File: src/hw/rtl/afr_pkg.sv
package afr_pkg;

  localparam int unsigned BYTE_W   = 8;
  localparam int unsigned STATUS_W = 2;

  typedef logic [BYTE_W-1:0]   byte_t;
  typedef logic [STATUS_W-1:0] status_t;

  // Framing constants
  localparam byte_t START_BYTE = 8'h7E;
  localparam byte_t SUM_BASE   = 8'hFF;

  // Result status codes
  localparam status_t ST_PAYLOAD = 2'd0;
  localparam status_t ST_BAD_SUM = 2'd1;
  localparam status_t ST_BAD_LEN = 2'd2;

endpackage

File: src/hw/rtl/afr_if.sv
interface afr_in_if import afr_pkg::*; ();
  logic  valid;
  logic  ready;
  byte_t rx_byte;

  modport source (output valid, output rx_byte, input ready);
  modport sink (input valid, input rx_byte, output ready);
endinterface

interface afr_out_if import afr_pkg::*; ();
  logic    valid;
  logic    ready;
  byte_t   payload_byte;
  logic    last_byte;
  status_t frame_status;

  modport source (output valid, output payload_byte, output last_byte,
                  output frame_status, input ready);
  modport sink (input valid, input payload_byte, input last_byte,
                input frame_status, output ready);
endinterface

File: src/hw/rtl/afr_ram.sv
module afr_ram #(
  parameter int unsigned WIDTH = 8,
  parameter int unsigned DEPTH = 64
) (
  input  logic                                       clk_i,
  input  logic                                       we_i,
  input  logic [((DEPTH > 1) ? $clog2(DEPTH) : 1)-1:0] waddr_i,
  input  logic [WIDTH-1:0]                           wdata_i,
  input  logic                                       re_i,
  input  logic [((DEPTH > 1) ? $clog2(DEPTH) : 1)-1:0] raddr_i,
  output logic [WIDTH-1:0]                           rdata_o
);

  logic [WIDTH-1:0] mem_q [DEPTH];
  logic [WIDTH-1:0] rdata_q;

  always_ff @(posedge clk_i) begin
    if (we_i) begin
      mem_q[waddr_i] <= wdata_i;
    end
    if (re_i) begin
      rdata_q <= mem_q[raddr_i];
    end
  end

  assign rdata_o = rdata_q;

endmodule

File: src/hw/rtl/api_frame_receiver.sv
// Receive-side deframer for API frames. Each input item is one byte from the
// serial link: the block hunts for the start byte 0x7E, reads a big-endian
// 16-bit length, stores that many payload bytes in a RAM while summing them,
// and checks the following checksum byte against 0xFF minus the sum. A good
// frame is replayed from the RAM as one result item per payload byte, the
// last one flagged; a bad checksum or a length above MAX_PAYLOAD gives a
// single error item with last_byte set. Bytes are taken one per cycle while
// the output is free and no replay is under way. Replay uses the single read
// port of the payload RAM (one byte per cycle when the sink keeps up), and no
// byte is accepted until the last one has left the RAM read stage.
// The RAM needs no initialisation: only entries of the current frame are read.
module api_frame_receiver import afr_pkg::*; #(
  parameter int unsigned MAX_PAYLOAD = 64
) (
  input  logic      clk_i,
  input  logic      rst_ni,
  afr_in_if.sink    rx_i,
  afr_out_if.source res_o
);

  localparam int unsigned AW = (MAX_PAYLOAD > 1) ? $clog2(MAX_PAYLOAD) : 1;
  localparam int unsigned CW = $clog2(MAX_PAYLOAD + 1);

  localparam logic [2:0] PH_HUNT   = 3'd0;
  localparam logic [2:0] PH_LEN_HI = 3'd1;
  localparam logic [2:0] PH_LEN_LO = 3'd2;
  localparam logic [2:0] PH_DATA   = 3'd3;
  localparam logic [2:0] PH_CHECK  = 3'd4;
  localparam logic [2:0] PH_REPLAY = 3'd5;

  logic [2:0]    phase_q, phase_d;
  byte_t         len_hi_q, len_hi_d;
  logic [CW-1:0] len_q, len_d;
  logic [CW-1:0] cnt_q, cnt_d;
  byte_t         sum_q, sum_d;
  logic          pend_q, pend_d;
  logic          pend_last_q, pend_last_d;
  logic          out_valid_q, out_valid_d;
  byte_t         out_byte_q, out_byte_d;
  logic          out_last_q, out_last_d;
  status_t       out_status_q, out_status_d;

  logic          acc, out_free, move;
  logic          ram_we, ram_re;
  byte_t         ram_rdata;
  logic [15:0]   length16;
  logic [CW-1:0] cnt_inc;

  afr_ram #(
    .WIDTH (BYTE_W),
    .DEPTH (MAX_PAYLOAD)
  ) u_store (
    .clk_i   (clk_i),
    .we_i    (ram_we),
    .waddr_i (cnt_q[AW-1:0]),
    .wdata_i (rx_i.rx_byte),
    .re_i    (ram_re),
    .raddr_i (cnt_q[AW-1:0]),
    .rdata_o (ram_rdata)
  );

  assign out_free = !out_valid_q || res_o.ready;
  assign move     = pend_q && out_free;
  assign rx_i.ready = (phase_q != PH_REPLAY) && !pend_q && out_free;
  assign acc      = rx_i.valid && rx_i.ready;
  assign ram_re   = (phase_q == PH_REPLAY) && (!pend_q || move);
  assign ram_we   = acc && (phase_q == PH_DATA);
  assign length16 = {len_hi_q, rx_i.rx_byte};
  assign cnt_inc  = cnt_q + CW'(1);

  always_comb begin
    phase_d      = phase_q;
    len_hi_d     = len_hi_q;
    len_d        = len_q;
    cnt_d        = cnt_q;
    sum_d        = sum_q;
    pend_d       = pend_q;
    pend_last_d  = pend_last_q;
    out_valid_d  = out_valid_q && !res_o.ready;
    out_byte_d   = out_byte_q;
    out_last_d   = out_last_q;
    out_status_d = out_status_q;

    // Move the RAM read stage into the output register
    if (move) begin
      pend_d       = 1'b0;
      out_valid_d  = 1'b1;
      out_byte_d   = ram_rdata;
      out_last_d   = pend_last_q;
      out_status_d = ST_PAYLOAD;
    end

    if (ram_re) begin
      pend_d      = 1'b1;
      pend_last_d = (cnt_inc == len_q);
      cnt_d       = cnt_inc;
      if (cnt_inc == len_q) begin
        phase_d = PH_HUNT;
      end
    end

    if (acc) begin
      unique case (phase_q)
        PH_HUNT: begin
          if (rx_i.rx_byte == START_BYTE) begin
            phase_d = PH_LEN_HI;
          end
        end
        PH_LEN_HI: begin
          len_hi_d = rx_i.rx_byte;
          phase_d  = PH_LEN_LO;
        end
        PH_LEN_LO: begin
          sum_d = '0;
          cnt_d = '0;
          if (length16 > 16'(MAX_PAYLOAD)) begin
            out_valid_d  = 1'b1;
            out_byte_d   = '0;
            out_last_d   = 1'b1;
            out_status_d = ST_BAD_LEN;
            phase_d      = PH_HUNT;
          end else begin
            len_d   = length16[CW-1:0];
            phase_d = (length16 == 16'd0) ? PH_CHECK : PH_DATA;
          end
        end
        PH_DATA: begin
          sum_d = sum_q + rx_i.rx_byte;
          cnt_d = cnt_inc;
          if (cnt_inc >= len_q) begin
            phase_d = PH_CHECK;
          end
        end
        PH_CHECK: begin
          cnt_d = '0;
          if (byte_t'(rx_i.rx_byte + sum_q) != SUM_BASE) begin
            out_valid_d  = 1'b1;
            out_byte_d   = '0;
            out_last_d   = 1'b1;
            out_status_d = ST_BAD_SUM;
            phase_d      = PH_HUNT;
          end else if (len_q != '0) begin
            phase_d = PH_REPLAY;
          end else begin
            phase_d = PH_HUNT;
          end
        end
        default: begin
          phase_d = PH_HUNT;
        end
      endcase
    end
  end

  always_ff @(posedge clk_i or negedge rst_ni) begin
    if (!rst_ni) begin
      phase_q     <= PH_HUNT;
      len_q       <= '0;
      cnt_q       <= '0;
      sum_q       <= '0;
      pend_q      <= 1'b0;
      out_valid_q <= 1'b0;
    end else begin
      phase_q     <= phase_d;
      len_q       <= len_d;
      cnt_q       <= cnt_d;
      sum_q       <= sum_d;
      pend_q      <= pend_d;
      out_valid_q <= out_valid_d;
    end
  end

  always_ff @(posedge clk_i) begin
    len_hi_q     <= len_hi_d;
    pend_last_q  <= pend_last_d;
    out_byte_q   <= out_byte_d;
    out_last_q   <= out_last_d;
    out_status_q <= out_status_d;
  end

  assign res_o.valid        = out_valid_q;
  assign res_o.payload_byte = out_byte_q;
  assign res_o.last_byte    = out_last_q;
  assign res_o.frame_status = out_status_q;

  // A held RAM read must not be lost while the output stalls
  a_pend_hold: assert property (@(posedge clk_i) disable iff (!rst_ni)
    pend_q && out_valid_q && !res_o.ready |=> pend_q)
    else $error("pending RAM read dropped under stall");

  a_we_in_range: assert property (@(posedge clk_i) disable iff (!rst_ni)
    ram_we |-> (cnt_q < len_q))
    else $error("payload write beyond frame length");

  a_re_in_range: assert property (@(posedge clk_i) disable iff (!rst_ni)
    ram_re |-> (cnt_q < len_q))
    else $error("replay read beyond frame length");

  a_len_bound: assert property (@(posedge clk_i) disable iff (!rst_ni)
    (phase_q == PH_DATA || phase_q == PH_REPLAY) |-> (len_q != '0)
      && (len_q <= CW'(MAX_PAYLOAD)))
    else $error("stored frame length out of range");

  a_no_overlap: assert property (@(posedge clk_i) disable iff (!rst_ni)
    move |=> out_status_q == ST_PAYLOAD)
    else $error("replayed byte overwritten by an error item");

endmodule
File: src/flat_wrapper.sv
// flat-port wrapper written by rule: the top's interface ports become plain ports
module api_frame_receiver_flat import afr_pkg::*;
#(
  parameter int unsigned MAX_PAYLOAD = 64
)
  (clk_i, rst_ni, rx_i_valid, rx_i_rx_byte, rx_i_ready, res_o_valid, res_o_payload_byte, res_o_last_byte, res_o_frame_status, res_o_ready);
  afr_in_if rx_i_i ();
  afr_out_if res_o_i ();
  input  logic clk_i;
  input  logic rst_ni;
  input wire logic [$bits(rx_i_i.valid)-1:0] rx_i_valid;
  input wire logic [$bits(rx_i_i.rx_byte)-1:0] rx_i_rx_byte;
  output wire logic [$bits(rx_i_i.ready)-1:0] rx_i_ready;
  output wire logic [$bits(res_o_i.valid)-1:0] res_o_valid;
  output wire logic [$bits(res_o_i.payload_byte)-1:0] res_o_payload_byte;
  output wire logic [$bits(res_o_i.last_byte)-1:0] res_o_last_byte;
  output wire logic [$bits(res_o_i.frame_status)-1:0] res_o_frame_status;
  input wire logic [$bits(res_o_i.ready)-1:0] res_o_ready;
  assign rx_i_i.valid = rx_i_valid;
  assign rx_i_i.rx_byte = rx_i_rx_byte;
  assign rx_i_ready = rx_i_i.ready;
  assign res_o_valid = res_o_i.valid;
  assign res_o_payload_byte = res_o_i.payload_byte;
  assign res_o_last_byte = res_o_i.last_byte;
  assign res_o_frame_status = res_o_i.frame_status;
  assign res_o_i.ready = res_o_ready;
  api_frame_receiver #(.MAX_PAYLOAD(MAX_PAYLOAD)) u_core (.clk_i(clk_i), .rst_ni(rst_ni), .rx_i(rx_i_i), .res_o(res_o_i));
endmodule
File: config.mk
export PLATFORM = sky130hd
export DESIGN_NAME = api_frame_receiver_flat
export DESIGN_NICKNAME = d
export VERILOG_FILES = /design/src/hw/rtl/afr_pkg.sv /design/src/hw/rtl/afr_if.sv /design/src/hw/rtl/afr_ram.sv /design/src/hw/rtl/api_frame_receiver.sv /design/src/flat_wrapper.sv
export SDC_FILE = /design/constraint.sdc
export NUM_CORES = 1
export LEC_CHECK = 0
export BUFFER_PORTS_ARGS = -buffer_cell sky130_fd_sc_hd__buf_2
export CORE_MARGIN = 1.5
export CORE_UTILIZATION = 60
export CTS_BUF_LIST = sky130_fd_sc_hd__clkbuf_8
export DETAILED_ROUTE_END_ITERATION = 6
export PLACE_DENSITY = 0.81
export SLEW_MARGIN = 20
export SYNTH_ARGS = -nofsm -noshare
export SYNTH_HDL_FRONTEND = slang
export SYNTH_SLANG_ARGS = --single-unit
export TNS_END_PERCENT = 20
File: constraint.sdc
create_clock -name clk_i -period 4.7 [get_ports clk_i]
set_clock_uncertainty 0.05 [all_clocks]
set_input_delay 0.705 -clock clk_i [delete_from_list [all_inputs] [get_ports clk_i]]
set_output_delay 0.705 -clock clk_i [all_outputs]
set_load 0.005 [all_outputs]
## After elaboration in Yosys (flattened, before gate mapping)

Memory sizes are Yosys's and may differ from the RTL's. A register that Yosys moved wholly into a read port is not among the register bits.
Index checks and enable logic that the tools add are counted.

| cells by class | value |
|---|---|
| eq/ne operators | 9 |
| divide/modulo/power cells | 0 |
| shifts and indexed selects | 0 |
| multipliers | 0 |
| $add $sub $neg | 2 |
| order comparisons | 2 |
| multiplexer cells | 38 |
| reductions and logical operators | 21 |
| bitwise gates (word level) | 1 |

Operators with widths:

| kind | count |
|---|---|
| 2-to-1 mux 8 bit | 4 |
| one-hot mux 8 bit (2 select lines) | 2 |
| 2-to-1 mux 3 bit | 9 |
| > comparator 16 x 7 -> 1 bit, second input constant | 1 |
| zero test 16 bit | 1 |
| one-hot mux 3 bit (5 select lines) | 1 |
| 2-to-1 mux 7 bit | 2 |
| one-hot mux 7 bit (2 select lines) | 1 |
| 2-to-1 mux 1 bit | 12 |
| adder 8 bit | 1 |
| == test 8 x 7 -> 1 bit, second input constant | 1 |
| 2-to-1 mux 2 bit | 4 |
| != test 8 bit, second input constant | 1 |
| adder 7 x 1 -> 7 bit, second input constant | 1 |
| == test 7 bit | 1 |
| greater-or-equal comparator 7 bit | 1 |
| logical AND 1 bit | 7 |
| nonzero test 7 bit | 1 |
| == test 3 x 2 -> 1 bit, second input constant | 2 |
| == test 3 bit, second input constant | 2 |
| one-hot mux 1 bit (2 select lines) | 2 |
| one-hot mux 2 bit (2 select lines) | 1 |
| AND reduction 2 bit | 2 |
| nonzero test 2 bit | 2 |
| other kinds (8) | 11 |

| word-level totals | value |
|---|---|
| word-level logic and storage cells | 85 |
| output and inout bits | 13 |
| ROM bits | 0 |
| memories kept | 1 |
| bits in latches | 0 |
| flip-flop bits (word level) | 47 |
| input port bits | 12 |
| RAM bits | 512 |

Memory list:

| name | words | width | rd ports | clocked after memory_dff | wr ports | line | text |
|---|---|---|---|---|---|---|---|
| u_core.u_store.mem_q | 64 | 8 | 1 | 1 | 1 | afr_ram.sv:14 | `logic [WIDTH-1:0] mem_q [DEPTH];` |

## Logic depth before layout (Yosys ltp)

| depth | value |
|---|---|
| depth after elaboration | 9 |
| mapped depth | 14 |

## By module

From an unflattened synthesis, not the netlist that was laid out.

| unflattened totals | value |
|---|---|
| cells, all modules | 1213 |
| area, all modules | 22910.7 um^2 |

Modules (own cells, without submodules):

| module | instances | area each (um^2) | cells an instance |
|---|---|---|---|
| afr_ram | 1 | 20246.9 | 940 |
| api_frame_receiver | 1 | 2663.8 | 273 |

## Worst setup path before layout

Ideal clock, no wire load.

| path | value |
|---|---|
| path type | register -> register |
| start point | reg u_core.cnt_q[2] |
| end point | reg u_core.phase_q[0] |
| setup slack | 1465 ps |
| data required time | 4580 ps |
| path buffers | 5 |
| stages on the path, launching flop included | 15 |
| period minus slack after synthesis | 3235 ps |
| arrival time | 3115 ps |
| cell sequence | dfrtp_1 > clkbuf_1 > buf_2 > buf_2 > buf_1 > clkbuf_1 > nand3_1 > xnor2_1 > ha_1 > and3_1 > a221o_1 > a31oi_1 > a32o_1 > nand3_1 > nand3_1 |

| on the way | value |
|---|---|
| word-level cells in the longest chain between the ends | 7 |

Ends and longest elaborated chain:

| item | line | text |
|---|---|---|
| from (decl) | api_frame_receiver.sv:34 | `logic [CW-1:0] cnt_q, cnt_d;` |
| from (signal assigned) | api_frame_receiver.sv:166 | `cnt_q <= cnt_d;` |
| adder 7 x 1 -> 7 bit * | api_frame_receiver.sv:69 | `assign cnt_inc = cnt_q + CW'(1);` |
| parallel branches: the longest is 5 deep, another holds greater-or-equal comparator 7 bit | - |  |
| 2-to-1 mux 3 bit * | api_frame_receiver.sv:102 | `if (acc) begin` |
| via u_core.phase_d[0] | api_frame_receiver.sv:31 | `logic [2:0] phase_q, phase_d;` |
| to (signal assigned) | api_frame_receiver.sv:164 | `phase_q <= phase_d;` |
| to (decl) | api_frame_receiver.sv:31 |  |

Mark *: on every way through the listed nets, which the timed path passes.
A chain may end at the register's enable or synchronous reset.

## Worst setup path after layout

| path | value |
|---|---|
| start point | reg u_core.phase_q[0] |
| end point | mem u_core.u_store.mem_q[1][7] (enable) |

| on the way | value |
|---|---|
| word-level cells in the longest chain between the ends | 7 |

Ends and longest elaborated chain:

| item | line | text |
|---|---|---|
| != test 3 bit | api_frame_receiver.sv:64 | `assign rx_i.ready = (phase_q != PH_REPLAY) && !pend_q && out_free;` |
| logical AND 1 bit (2 in series) | api_frame_receiver.sv:64 |  |
| logical AND 1 bit | api_frame_receiver.sv:65 | `assign acc = rx_i.valid && rx_i.ready;` |
| logical AND 1 bit * | api_frame_receiver.sv:67 | `assign ram_we = acc && (phase_q == PH_DATA);` |
| 2-to-1 mux 1 bit * | afr_ram.sv:18 | `if (we_i) begin` |
| 2-to-1 mux 1 bit (implied by the code) * | afr_ram.sv:19 | `mem_q[waddr_i] <= wdata_i;` |
| to (decl) | afr_ram.sv:14 |  |

Mark *: on every way between the ends. The rest lies on a longest branch, timed or not.

==> run summary <==
* initial core utilization: 60.8%
* total detailed-routing wirelength: 58.7 mm
* Filler Cells Inserted: 2453
* wire length of the first global-routing pass: 85.2 mm
* total overflow reported by the global router: 0
* clock tree from TritonCTS: yes
* run status: finished, final reports clean
* gr usage total: 30.6%
* clock input transition at the sequential cells of the worst setup and hold paths: 0.06 ns
* critical path data required time: 4.92 ns
* Post-CTS Setup Inserts: 0
* share of final-layout standard cells stronger than drive strength 1: 18.7%
* net count after synthesis: 1406
* cell with the largest stage delay on the worst path: sky130_fd_sc_hd__nor2_1
* share of the yosys chip area belonging to registers: 73.5%
* dominant cell by count in the synthesized netlist: sky130_fd_sc_hd__edfxtp_1
* data arrival time at the worst-slack endpoint: 4.30 ns
* R2R Path End: u_core.u_store.mem_q[1][7]
* vias in the first global route: 13417
* count of buffering cells on the critical path with inverters included: 1
* Clock H-tree levels: 3
* standard-cell rows: 71
* largest fanout of any net on the critical path: 12
* number of violations of the max-capacitance limit: 0
* via count: 13955
* pin count of the biggest net entering global routing: 70
* DIE WIDTH: 198 um
* post-synthesis cell type count: 67
* EDFF count, synth: 529
* portion of total power attributed to sequential cells: 58.7%
* worst relative slew slack: 23.0%
* register-to-register setup slack: 0.62 ns
* Die Y-Extent: 198 um
* clock root buffer: sky130_fd_sc_hd__clkbuf_8
* Sw Ratio: 22.7%
* Top FF cell, synth: sky130_fd_sc_hd__edfxtp_1
* class of the tightest hold or removal check: primary input to async pin
* die area: 39200 sq um
* Synth Cell Area: 22800 sq um
* Setup violations, final: 0
* leading area contributor after synthesis: sky130_fd_sc_hd__edfxtp_1
* maximum clock frequency: 0.245 GHz
* initial antenna violation count: 1
* power density over cell area: 375 nW/um^2
* Critical Path Sink Type: register
* ratio of final minimum period to clock period: 86.8%
* Floorplan Core Area: 37600 sq um
* share of the synthesized area in the top cell type: 69.6%
* net load switching power: 2.14 mW
* number of vias per cell after detailed routing: 6.86
* clock net sink count: 567
* remaining antenna violation count after routing: 0
* number of remaining DRC errors: 0
* final weighted congestion of routability-driven global placement: 0.923
* FF-to-FF path depth: 7
* final total negative setup slack: 0 ns
* Final Critical Period: 4.08 ns
* launch instance of the worst register-to-register path: u_core.phase_q[0]
* total clock buffers created by CTS: 84
* post_cts resized: 0
* fin nets: 1483
* cell-by-cell listing of the critical path: nand3b_1 -> and4b_1 -> nand2_1 -> nor2_1 -> buf_4 -> nand3_1 -> nor2_1
* final number of max-transition violations: 0
* wire length per cell: 28.9 um
* initial DRC count: 2276
* number of buffers inserted for hold repair after clock tree synthesis: 0
* 1st-pass router iterations: 6
* mean area per synthesized cell: 16.6 sq um
* post-synthesis sequential element count: 567
* critical setup path kind: register to register
* ant diodes: 0
* dominant cells by area after synthesis: sky130_fd_sc_hd__edfxtp_1, sky130_fd_sc_hd__mux4_2, sky130_fd_sc_hd__dfrtp_1, sky130_fd_sc_hd__mux2_2, sky130_fd_sc_hd__mux2i_1
* largest delay contributor family on the critical path: simple AND/OR/NAND/NOR gates
* Area growth syn-to-layout: 10.2%
* half-perimeter wire length after detailed placement: 35.5 mm
* RSZ-0062 raised after global routing: no
* static power due to leakage: 8.28 nW
* kind of launch point of the worst setup path: register
* CP most frequent cell: sky130_fd_sc_hd__nor2_1
* buffers from clock root to sink, at most: 3
* Worst-Skew Late Latency: 0.65 ns
* number of warning messages in the yosys log: 0
* Pint: 7.30 mW
* actual transition at the worst max-transition pin: 1.15 ns
* IO Port Bufs: 24
* overall power: 9.44 mW
* top cell types by occurrence after synthesis: sky130_fd_sc_hd__edfxtp_1, sky130_fd_sc_hd__nor2_1, sky130_fd_sc_hd__a221oi_1
* Fin. Hold Viols: 0
* Synth async-reset ratio: 4.76%
* worst stage delay on the critical path: 0.87 ns
* worst ir drop on vdd: 0.322 mV
* combinational group share of total power: 3.7%
* number of instances in the synthesized netlist: 1378
* clock share of power: 37.7%
* I/O Pins: 25
-- flip-flops by register name, summed over array words and instances, names as in the netlist, 2 cells and up --
register,cells
u_core.res_o.payload_byte,8
u_core.len_q,7
u_core.res_o.frame_status,2
u_core.len_hi_q,8
u_core.u_store.mem_q,512
u_core.phase_q,3
u_core.cnt_q,7
u_core.sum_q,8
u_core.u_store.rdata_o,8
-- layout make-up --
cell class / instances / area, sq um / area share, %
Multi-Input combinational cell: 716 / 5660 / 22.5
Tap cell: 511 / 639 / 2.54
Clock buffer: 85 / 1170 / 4.65
Timing Repair Buffer: 72 / 543 / 2.16
Clock inverter: 68 / 300 / 1.19
Sequential cell: 567 / 16800 / 66.8
Inverter: 14 / 52.6 / 0.209
-- worst max-delay path by stage --
stage	start	end	slack, ns	cells after the start
3_5_place_dp	res_o_ready	u_core.u_store.mem_q[57][7]	0.34	8
3_3_place_gp	res_o_ready	u_core.u_store.mem_q[33][1]	0.59	8
2_1_floorplan	u_core.cnt_q[2]	u_core.phase_q[0]	1.46	14
4_1_cts	u_core.phase_q[0]	u_core.u_store.mem_q[57][7]	0.79	7
5_1_grt	u_core.phase_q[0]	u_core.u_store.mem_q[57][1]	0.51	7
6_report	u_core.phase_q[0]	u_core.u_store.mem_q[1][7]	0.62	7
-- cell usage in the layout, fill, tap and decap left out, types with 42 or more instances in the layout --
cell type | synthesis | routed
sky130_fd_sc_hd__o21ai_0 | 53 | 53
sky130_fd_sc_hd__edfxtp_1 | 529 | 529
sky130_fd_sc_hd__mux2_2 | 47 | 47
sky130_fd_sc_hd__nor2_1 | 117 | 117
sky130_fd_sc_hd__inv_1 | 12 | 42
sky130_fd_sc_hd__a221oi_1 | 55 | 55
sky130_fd_sc_hd__mux2i_1 | 50 | 50
sky130_fd_sc_hd__nand2_1 | 54 | 54
sky130_fd_sc_hd__mux4_2 | 52 | 52
sky130_fd_sc_hd__buf_4 | 0 | 43
sky130_fd_sc_hd__clkbuf_8 | 0 | 85
sky130_fd_sc_hd__a21oi_1 | 53 | 53
-- through the flow --
step,instances,util [%],setup slack (ns),hold slack [ns],instance area [sq um]
floorplan,1378,-,1.46,0.359,22800
global placement,1880,63.0,0.588,0.385,23700
detailed placement,1880,63.0,0.343,0.389,23700
CTS,2033,66.9,0.795,0.0440,25200
global route,2033,66.9,0.510,0.0728,25200
finish,2033,66.9,0.620,0.0446,25200
-- logic make-up (layout without fill, tap and decap cells) --
group / count (synthesis) / in the layout / synth area share [%]
multiplexers: 149 / 149 / 9.64
flip-flops: 567 / 567 / 73.5
AND/OR/NAND/NOR: 274 / 274 / 5.64
buffers and inverters: 95 / 239 / 1.73
AO/OA/AOI/OAI: 268 / 268 / 8.24
adder cells (fa/ha/maj): 16 / 16 / 0.910
XOR/XNOR: 9 / 9 / 0.345
-- per-layer routing --
metal / GRT usage (%) / wire (um)
met1: 42.2 / 21500
met2: 45.6 / 26500
met3: 7.84 / 7510
met4: 15.9 / 3280
met5: 0 / 0
-- power by group through the flow --
stage               clock network (mW)  registers (mW)  logic [mW]
finish                            3.55            5.54       0.345
CTS                               3.56            5.54       0.330
global placement                     0            5.64       0.323
global route                      3.79            5.54       0.356
floorplan                            0            5.64       0.128
detailed placement                   0            5.64       0.329
No activity file was read; power rests on OpenSTA's default activity.
